--- src/rtl/sorted_key_state_table_top_assert.svh ---
// ---------------------------------------------------------------------------
// Assertion macros for the sorted key/state table
// Concurrent checks on the rising edge of clk, held off while rst is high.
// ---------------------------------------------------------------------------
`ifndef SORTED_KEY_STATE_TABLE_TOP_ASSERT_SVH
`define SORTED_KEY_STATE_TABLE_TOP_ASSERT_SVH

`ifndef SYNTHESIS
// same-cycle implication
`define SKST_ASSERT_NOW(lbl, ante, cons, msg) \
  lbl: assert property (@(posedge clk) disable iff (rst) (ante) |-> (cons)) \
    else $error(msg);
// next-cycle implication
`define SKST_ASSERT_NEXT(lbl, ante, cons, msg) \
  lbl: assert property (@(posedge clk) disable iff (rst) (ante) |=> (cons)) \
    else $error(msg);
`else
`define SKST_ASSERT_NOW(lbl, ante, cons, msg)
`define SKST_ASSERT_NEXT(lbl, ante, cons, msg)
`endif

`endif

--- src/rtl/skst_pkg.sv ---
// ---------------------------------------------------------------------------
// skst_pkg
// Types and constants for the sorted key/state table.
// ---------------------------------------------------------------------------
package skst_pkg;

  localparam int DEPTH      = 64;
  localparam int KEY_BITS   = 32;
  localparam int STATE_BITS = 32;
  localparam int ADDR_W     = (DEPTH > 1) ? $clog2(DEPTH) : 1;
  localparam int CNT_W      = $clog2(DEPTH + 1);
  localparam int ENTRY_W    = KEY_BITS + STATE_BITS;

  localparam logic [1:0] OP_ADD    = 2'd0;
  localparam logic [1:0] OP_REMOVE = 2'd1;
  localparam logic [1:0] OP_CHECK  = 2'd2;

  localparam logic [1:0] ST_OK   = 2'd0;
  localparam logic [1:0] ST_DUP  = 2'd1;
  localparam logic [1:0] ST_FULL = 2'd2;

  typedef struct packed {
    logic [1:0]  opcode;
    logic [31:0] key;
    logic [31:0] value;
    logic        skip_add;
  } req_t;

  typedef struct packed {
    logic [1:0]  status;
    logic        found;
    logic [31:0] state_out;
  } rsp_t;

endpackage

--- src/rtl/sorted_key_state_table_top.sv ---
// ---------------------------------------------------------------------------
// sorted_key_state_table_top
// Sorted key/state table: binary search over one synchronous RAM, with
// insert and delete done by moving entries one at a time.
// ---------------------------------------------------------------------------
// Usage:
//   req channel (req_valid/req_stall/req) carries one transaction: add,
//   remove or check of a key. rsp channel (rsp_valid/rsp_stall/rsp) returns
//   exactly one result transaction per request, in order.
//   One request is worked on at a time; req_stall is high while the engine
//   is busy. Steps per request:
//     search : at most log2(DEPTH)+1 probes; each probe issues a RAM read
//              and then compares the key (single RAM read port).
//     shift  : each entry moved is read, then written back one slot over
//     add    : a final write of the new entry
//     plus the accept, decide and respond steps.
//   The result sits in an output register. While a result is stalled there,
//   the next finished result waits in the engine and req_stall stays high;
//   a new request is taken only after that result moves to the output reg.
//   Reset (rst, synchronous) empties the table (count to zero) and drops any
//   pending result. RAM contents are not cleared; entries past the count are
//   never read.
// ---------------------------------------------------------------------------
module sorted_key_state_table_top
  import skst_pkg::*;
(
  input  logic clk,
  input  logic rst,
  input  logic req_valid,
  output logic req_stall,
  input  req_t req,
  output logic rsp_valid,
  input  logic rsp_stall,
  output rsp_t rsp
);

  `include "sorted_key_state_table_top_assert.svh"

  // one-hot sequencer
  typedef enum logic [6:0] {
    S_IDLE  = 7'b0000001,
    S_PROBE = 7'b0000010,  // issue RAM read at search midpoint
    S_CMP   = 7'b0000100,  // compare returned key, narrow the range
    S_PLAN  = 7'b0001000,  // decide the outcome after the search
    S_RD    = 7'b0010000,  // shift: read source entry
    S_WR    = 7'b0100000,  // shift: write it one slot over
    S_INS   = 7'b1000000   // add: write the new entry
  } seq_t;

  seq_t state;

  // table RAM: {key, state word} per entry
  logic [ENTRY_W-1:0] mem [DEPTH];
  logic [ENTRY_W-1:0] rd_data;
  logic [ADDR_W-1:0]  mem_ra;
  logic               mem_we;
  logic [ADDR_W-1:0]  mem_wa;
  logic [ENTRY_W-1:0] mem_wd;

  logic [CNT_W-1:0]   entry_count;

  // request context
  logic [1:0]          op;
  logic [KEY_BITS-1:0] key_q;
  logic [31:0]         value_q;
  logic                done;     // result ready to hand to the output reg

  // search state
  logic [CNT_W-1:0] lo;
  logic [CNT_W-1:0] hi;
  logic [CNT_W-1:0] mid;
  logic [CNT_W-1:0] mid_q;
  logic [CNT_W-1:0] pos;
  logic [CNT_W-1:0] j;        // shift cursor (destination slot)

  // result under construction
  logic [1:0]  status_q;
  logic        found_q;
  logic [31:0] state_q;

  logic [KEY_BITS-1:0]   rd_key;
  logic [STATE_BITS-1:0] rd_state;
  logic                  shift_up;
  logic                  rsp_load;

  assign rd_key    = rd_data[ENTRY_W-1 -: KEY_BITS];
  assign rd_state  = rd_data[STATE_BITS-1:0];
  assign mid       = lo + ((hi - lo) >> 1);
  assign shift_up  = (op == OP_ADD);
  assign req_stall = (state != S_IDLE) || done;
  assign rsp_load  = done && (!rsp_valid || !rsp_stall);

  // RAM port control. Reads and writes are sequenced in separate states; a read
  // issued in a write state may target the written entry, but its data is unused.
  always_comb begin
    mem_ra = mid[ADDR_W-1:0];
    mem_we = 1'b0;
    mem_wa = j[ADDR_W-1:0];
    mem_wd = rd_data;
    unique case (state)
      S_RD: begin
        mem_ra = shift_up ? ADDR_W'(j - 1'b1) : ADDR_W'(j + 1'b1);
      end
      S_WR: begin
        mem_we = 1'b1;
      end
      S_INS: begin
        mem_we = 1'b1;
        mem_wa = pos[ADDR_W-1:0];
        mem_wd = {key_q, value_q};
      end
      default: begin
      end
    endcase
  end

  always_ff @(posedge clk) begin
    if (mem_we) begin
      mem[mem_wa] <= mem_wd;
    end
    rd_data <= mem[mem_ra];
  end

  // sequencer
  always_ff @(posedge clk) begin
    if (rst) begin
      state       <= S_IDLE;
      entry_count <= '0;
      done        <= 1'b0;
    end else begin
      if (rsp_load) begin
        done <= 1'b0;
      end
      unique case (state)
        S_IDLE: begin
          if (req_valid && !req_stall) begin
            op       <= req.opcode;
            key_q    <= req.key[KEY_BITS-1:0];
            value_q  <= req.value;
            status_q <= ST_OK;
            found_q  <= 1'b0;
            state_q  <= '0;
            lo       <= '0;
            hi       <= entry_count;
            // skipped add and unused opcode answer zero at once
            if ((req.opcode == OP_ADD && req.skip_add) ||
                (req.opcode != OP_ADD && req.opcode != OP_REMOVE &&
                 req.opcode != OP_CHECK)) begin
              done <= 1'b1;
            end else begin
              state <= S_PROBE;
            end
          end
        end
        S_PROBE: begin
          if (lo < hi) begin
            mid_q <= mid;
            state <= S_CMP;
          end else begin
            pos   <= lo;
            state <= S_PLAN;
          end
        end
        S_CMP: begin
          if (rd_key == key_q) begin
            found_q <= 1'b1;
            pos     <= mid_q;
            if (op != OP_ADD) begin
              state_q <= rd_state;
            end
            state <= S_PLAN;
          end else begin
            if (key_q > rd_key) begin
              lo <= mid_q + 1'b1;
            end else begin
              hi <= mid_q;
            end
            state <= S_PROBE;
          end
        end
        S_PLAN: begin
          unique case (op)
            OP_ADD: begin
              if (found_q) begin
                status_q <= ST_DUP;
                done     <= 1'b1;
                state    <= S_IDLE;
              end else if (entry_count == CNT_W'(DEPTH)) begin
                status_q <= ST_FULL;
                done     <= 1'b1;
                state    <= S_IDLE;
              end else begin
                j     <= entry_count;
                state <= (entry_count > pos) ? S_RD : S_INS;
              end
            end
            OP_REMOVE: begin
              if (found_q) begin
                entry_count <= entry_count - 1'b1;
                j           <= pos;
                if (pos + 1'b1 < entry_count) begin
                  state <= S_RD;
                end else begin
                  done  <= 1'b1;
                  state <= S_IDLE;
                end
              end else begin
                done  <= 1'b1;
                state <= S_IDLE;
              end
            end
            default: begin
              done  <= 1'b1;
              state <= S_IDLE;
            end
          endcase
        end
        S_RD: begin
          state <= S_WR;
        end
        S_WR: begin
          if (shift_up) begin
            j     <= j - 1'b1;
            state <= (j - 1'b1 > pos) ? S_RD : S_INS;
          end else begin
            j <= j + 1'b1;
            if (j + 1'b1 < entry_count) begin
              state <= S_RD;
            end else begin
              done  <= 1'b1;
              state <= S_IDLE;
            end
          end
        end
        S_INS: begin
          entry_count <= entry_count + 1'b1;
          done        <= 1'b1;
          state       <= S_IDLE;
        end
        default: begin
          state <= S_IDLE;
        end
      endcase
    end
  end

  // output register
  always_ff @(posedge clk) begin
    if (rst) begin
      rsp_valid <= 1'b0;
    end else if (rsp_load) begin
      rsp_valid <= 1'b1;
    end else if (!rsp_stall) begin
      rsp_valid <= 1'b0;
    end
  end

  always_ff @(posedge clk) begin
    if (rsp_load) begin
      rsp.status    <= status_q;
      rsp.found     <= found_q;
      rsp.state_out <= state_q;
    end
  end

  // checks
  `SKST_ASSERT_NOW(a_ins_room, state == S_INS, entry_count < CNT_W'(DEPTH), "insert into full table")
  `SKST_ASSERT_NOW(a_search_range, state == S_PROBE, lo <= hi && hi <= entry_count, "search range out of bounds")
  `SKST_ASSERT_NEXT(a_count_hold, state != S_PLAN && state != S_INS, $stable(entry_count), "count moved outside update step")

endmodule
--- config.mk ---
export PLATFORM = sky130hd
export DESIGN_NAME = sorted_key_state_table_top
export DESIGN_NICKNAME = d
export VERILOG_FILES = /design/src/rtl/skst_pkg.sv /design/src/rtl/sorted_key_state_table_top.sv
export VERILOG_INCLUDE_DIRS = /design/src /design/src/rtl
export SDC_FILE = /design/constraint.sdc
export NUM_CORES = 2
export LEC_CHECK = 0
export BUFFER_PORTS_ARGS = -buffer_cell sky130_fd_sc_hd__buf_2
export CORE_MARGIN = 2
export CORE_UTILIZATION = 40
export DETAILED_ROUTE_END_ITERATION = 16
export SYNTH_ARGS = -nofsm -noshare
export SYNTH_HDL_FRONTEND = slang
export SYNTH_SLANG_ARGS = --single-unit
--- constraint.sdc ---
create_clock -name clk -period 4.75 [get_ports clk]
set_clock_uncertainty 0.15 [all_clocks]
set_input_delay 0 -clock clk [delete_from_list [all_inputs] [get_ports clk]]
set_output_delay 0 -clock clk [all_outputs]
set_load 0.005 [all_outputs]
Word level (Yosys, flattened, before mapping)
Memory sizes are Yosys's and may differ from the RTL's. A register that Yosys moved wholly into a read port is not among the register bits.
Index checks and enable logic that the tools add are counted.

storage, ports and cells
  output and inout bits = 37
  flip-flop bits (word level) = 187
  input port bits = 71
  word-level logic and storage cells = 162
  RAM bits = 4,096
  memories = 1

memory list
  memory  depth  bits a word  read ports  clocked after memory_dff  write ports  line                              text
  mem     64     64           1           1                         1            sorted_key_state_table_top.sv:53  logic [ENTRY_W-1:0] mem [DEPTH];

cells by class
  equality and inequality tests = 30
  bitwise logic cells = 1
  reduce and logical (&&, ||, !) cells = 32
  add/sub/neg operators = 8
  order comparisons = 6
  multiplexer cells = 66

operators with widths
  kind                                                                count
  7-bit two-way mux                                                   22
  7-bit case mux with 2 select lines                                  7
  32-bit two-way mux                                                  3
  64-bit two-way mux                                                  1
  32-bit case mux with 2 select lines                                 1
  7-bit case mux with 6 select lines                                  1
  32-bit == test                                                      1
  32-bit > comparator                                                 1
  7-bit by 1-bit adder with 7-bit output, second input constant       4
  2-bit != test, second input constant                                12
  7-bit < comparator                                                  3
  5-bit AND reduction                                                 4
  6-bit two-way mux                                                   3
  1-bit two-way mux                                                   16
  3-bit != test, second input constant                                5
  7-bit == test, second input constant                                2
  7-bit > comparator                                                  2
  2-bit nonzero test                                                  7
  7-bit by 1-bit subtractor with 7-bit output, second input constant  2
  5-bit two-way mux                                                   2
  3-bit AND reduction                                                 3
  2-bit two-way mux                                                   4
  4-bit two-way mux                                                   2
  4-bit AND reduction                                                 2
  other kinds (22)                                                    33

Longest topological paths before layout
  word-level depth = 8
  depth in mapped cells = 18
  mapped depth without buffers = 17

Worst setup path before layout
OpenSTA, ideal clock, no wires.

  path type = register to register
  start point = reg state[2]
  end point = mem mem[27][0] in the netlist's numbering (enable)
  slack = -0.479 ns
  arrival = 4.593 ns
  required time = 4.113 ns
  path buffers = 1
  stages on the path, launching flop included = 10
  cells stage by stage = dfxtp_1 nor3_4 nand2_1 nor3b_1 clkbuf_1 and3_1 a31oi_1 or2_2 nand2b_1 nor2_1

on the way
  longest elaborated chain between the ends = 5

RTL lines
  item                                                                              line                               text
  start: declaration                                                                sorted_key_state_table_top.sv:50   seq_t state;
  start signal: assignment                                                          sorted_key_state_table_top.sv:194  state <= (entry_count > pos) ? S_RD : S_INS;
  start signal: assignment                                                          sorted_key_state_table_top.sv:224  state <= (j - 1'b1 > pos) ? S_RD : S_INS;
  7-bit by 6-bit == test with 1-bit output / 7-bit == test (equally long branches)  sorted_key_state_table_top.sv:100  unique case (state)
  2-bit OR reduction (no line)                                                      n/a
  1-bit two-way mux                                                                 sorted_key_state_table_top.sv:100
  1-bit two-way mux                                                                 sorted_key_state_table_top.sv:118  if (mem_we) begin
  1-bit two-way mux (not written as such)                                           sorted_key_state_table_top.sv:119  mem[mem_wa] <= mem_wd;
  end: declaration                                                                  sorted_key_state_table_top.sv:53

Several ways; a longest one is shown, not always the timed one.

Worst setup path after layout
  start point = reg lo[0]
  end point = reg rd_data[29], read port of mem

on the way
  longest elaborated chain between the ends = 3

RTL lines
  item                                      line                               text
  start: declaration                        sorted_key_state_table_top.sv:69   logic [CNT_W-1:0] lo;
  start signal: assignment                  sorted_key_state_table_top.sv:174  lo <= mid_q + 1'b1;
  7-bit subtractor                          sorted_key_state_table_top.sv:88   assign mid = lo + ((hi - lo) >> 1);
  7-bit by 6-bit adder with 7-bit output *  sorted_key_state_table_top.sv:88
  6-bit two-way mux *                       sorted_key_state_table_top.sv:100
  end: declaration                          sorted_key_state_table_top.sv:54   logic [ENTRY_W-1:0] rd_data;

Every way passes the cells marked *; elsewhere a longest branch is shown, timed or not.
A chain may end at the register's enable or synchronous reset.

==> results.cfg <==
[synthesis]
ys_warn_count = 0
ys_ff_latch = 4347
ys_types = 56
async_reset_ff_frac = 0
syn_area_per_cell_um2 = 13.2
synth_nets = 13200
synthFlopType = edfxtp_1
synthCells = 13000
synth_enable_flop_cells = 4267
ys_seq_area_frac = 0.756
netlist_area_um2 = 172000

[timing]
grt_setup_unrepaired = false
tightest_slew_ns = 1.25
fmax_mhz = 219
final_hold_viol_count = 0
setup_viol = 0
fin_crit_ns = 4.57
slew_viol_final = 0
fin_crit_sh = 0.963
slew_headroom = 0.168
hold_ws_ns = 0.0695

[floorplan]
die_w_um = 659
start_util = 0.402
rows = 240
die_h_um = 659
core-area_um2 = 427000
dieArea_um2 = 435000
ioPinCount = 108

[cts]
ctsResizeCount = 0
clk_latency_ns = 1.04
cts_buffers = 429
htreeDepth = 5
root_buffer = clkbuf_16
path_clk_slew_ns = 0.06
cts.path.max_buffers = 4
cts_setup_buffers = 0
cts_tree = built
cts_sinks = 4347

[layout]
drive_above_1_share = 0.115
final_nets = 13700
syn_to_final_growth_pct = 16.7

[place]
dp_hpwl_um = 300000
portBuffers = 107
gp_congestion = 0.838

[setup_path]
critical-path-max-stage-delay_ns = 0.52
cp.arrival_ns = 5.22
cp_top_family = adder cells
critPathKind = register to register
start_kind = register
slowest_stage = o21a_4
end_kind = register
path_max_fanout = 35
required_ns = 5.40
path_buf_inv = 4
worstPathCellList = ha_1, inv_1, fa_1, ha_1, inv_1, fa_1, nand2_2, o21a_4, buf_12, buf_12, nand3_1, a32oi_1, a31oi_1, or4_1

[power_and_ir_drop]
comb_power_share = 0.430
power_mw = 146
switching_share = 0.407
ir_worst_vdd_v = 0.00102
seqPwrFrac = 0.333
p_leak_nw = 67.7
power.density_nw_per_um2 = 728
internal_power_mw = 86.5
p_switching_mw = 59.4
clkPwrFrac = 0.237

[grt]
antenna_found_initial = 12
grt_pass1_wl_um = 804000
grt_max_degree = 112
globalRoute.totalOverflow = 0
track_usage = 0.257
first_global_vias = 105000

[drt]
wl_per_cell_um = 29.3
wirelength_um = 573000
first_pass_iters = 7
viasPerCell = 5.85
drt_iter0_markers = 17100
dr_total_vias = 114000
drc = 0
drtAntennaViolNets = 0

[min_path]
hold_path_class = input port to register

[status]
outcome = finished, final reports clean

[run]
maxCapViolCount = 0
synthesized netlist by cell type (6+ instances only):
cell         n  area [um2]
a21o_1      15         113
o21ai_0     69         345
a21oi_1     50         250
buf_2      246        1230
buf_6       13         146
inv_1       69         259
a211oi_2    48         601
o21a_1      11        82.6
a32oi_1    256        2240
or2_2        7        43.8
a31oi_1    518        3240
nand2_1   3773       14200
nor2b_1    265        1660
buf_4       29         218
buf_1       43         161
xor2_1      15         131
nor4_1       6        37.5
or4_1       65         488
ha_1        81        1010
clkbuf_1   523        1960
nand2b_1    23         144
a211oi_1   210        1580
nand3_1   2070       10400
edfxtp_1  4267      128000
and2_1      36         225
xnor2_1     26         228
mux2i_1      6        60.1
nand4_1      9        56.3
nor2_1     122         458
dfxtp_1     80        1600
logic make-up after synthesis:
| group | count (synthesis) | share of synthesized area |
|---|---|---|
| and+or+nand+nor | 6398 | 0.162 |
| DFF | 4347 | 0.756 |
| adders and majority gates | 84 | 0.00625 |
| muxes | 10 | 0.000678 |
| AOI/OAI and AO/OA | 1201 | 0.0503 |
| xor gates and xnor gates | 41 | 0.00209 |
| buffers and inverters | 924 | 0.0232 |
state kept, by name (all words and copies together) (netlist names):
signal	flops
mem	4096
rd_data	64
rsp	35
key_q	32
state_q	32
value_q	32
entry_count	7
hi	7
j	7
lo	7
mid_q	7
pos	7
state	7
op	2
status_q	2
done	1
found_q	1
rsp_valid	1
per-layer routing:
| layer | vias to the layer above | track usage | wire (um) |
|---|---|---|---|
| met3 | 1043 | 0.0436 | 60000 |
| li1 | 48900 | - | - |
| met1 | 58000 | 0.359 | 226000 |
| met4 | 8 | 0.0904 | 23000 |
| met2 | 6510 | 0.406 | 264000 |
| met5 | - | 0 | 55 |
worst paths after layout:
kind                    endpoint  cells after the start                       from  slack, ns
max          rd_data[29]$_DFF_P_                     14        lo[0]$_SDFFCE_PN0P_       0.18
min             rsp[0]$_DFFE_PP_                      4                  rsp_stall       0.07
max reg2reg  rd_data[29]$_DFF_P_                     14        lo[0]$_SDFFCE_PN0P_       0.18
min reg2reg    rsp[14]$_DFFE_PP_                      0  state_q[14]$_SDFFCE_PN0P_       0.27
cell type report:
cell class                 count  area, um2
clock buffer                 561      11600
multi-input combinational   7734      39000
tap                         5687       7120
clock inverter               246       2640
timing repair buffer         925      10100
antenna                        6       15.0
sequential                  4347     130000
inverter                      70        265
fill                       37000     227000
through the flow:
step	utilization	area, um2	worst slack, ns	cells	TNS (ns)
2_1_floorplan	-	172000	-0.479	13000	-1735.75
3_3_place_gp	0.433	185000	0.278	18600	0
3_5_place_dp	0.433	185000	0.273	18600	0
4_1_cts	0.469	200000	0.219	19600	0
5_1_grt	0.469	200000	0.0661	19600	0
6_report	0.469	200000	0.177	19600	0
cells in the final DEF, fill, tap and decap left out, drive strengths merged, types with 81 or more instances in the layout:
master / n
a211oi: 258
a31oi: 518
a32oi: 256
buf: 783
clkbuf: 561
clkinv: 170
dlygate4sd3: 142
edfxtp: 4267
ha: 81
inv: 86
nand2: 3774
nand3: 2070
nor2: 122
nor2b: 265
worst register-to-register path: cells and delay by family, from the launching register on:
family,cells,cell delay [ns]
AO/OA/AOI/OAI,3,1.13
adder cells (fa/ha/maj),4,1.33
buffers and inverters,4,0.68
flip-flops,1,0.42
AND/OR/NAND/NOR,3,0.71
power groups by stage:
stage	logic, mW	clock network (mW)	registers (mW)
CTS	61.9	34.8	48.6
finish	62.7	34.6	48.6
global route	67.0	36.2	48.6
floorplan	35.7	0	49.4
detailed placement	61.6	0	49.4
global placement	61.2	0	49.4
what timing repair did:
item | CTS | global route
hold endpoints to repair | 253 | 0
setup endpoints to repair | 0 | 0
hold buffers | 142 | 0
Power figures use the tool's default switching activity.
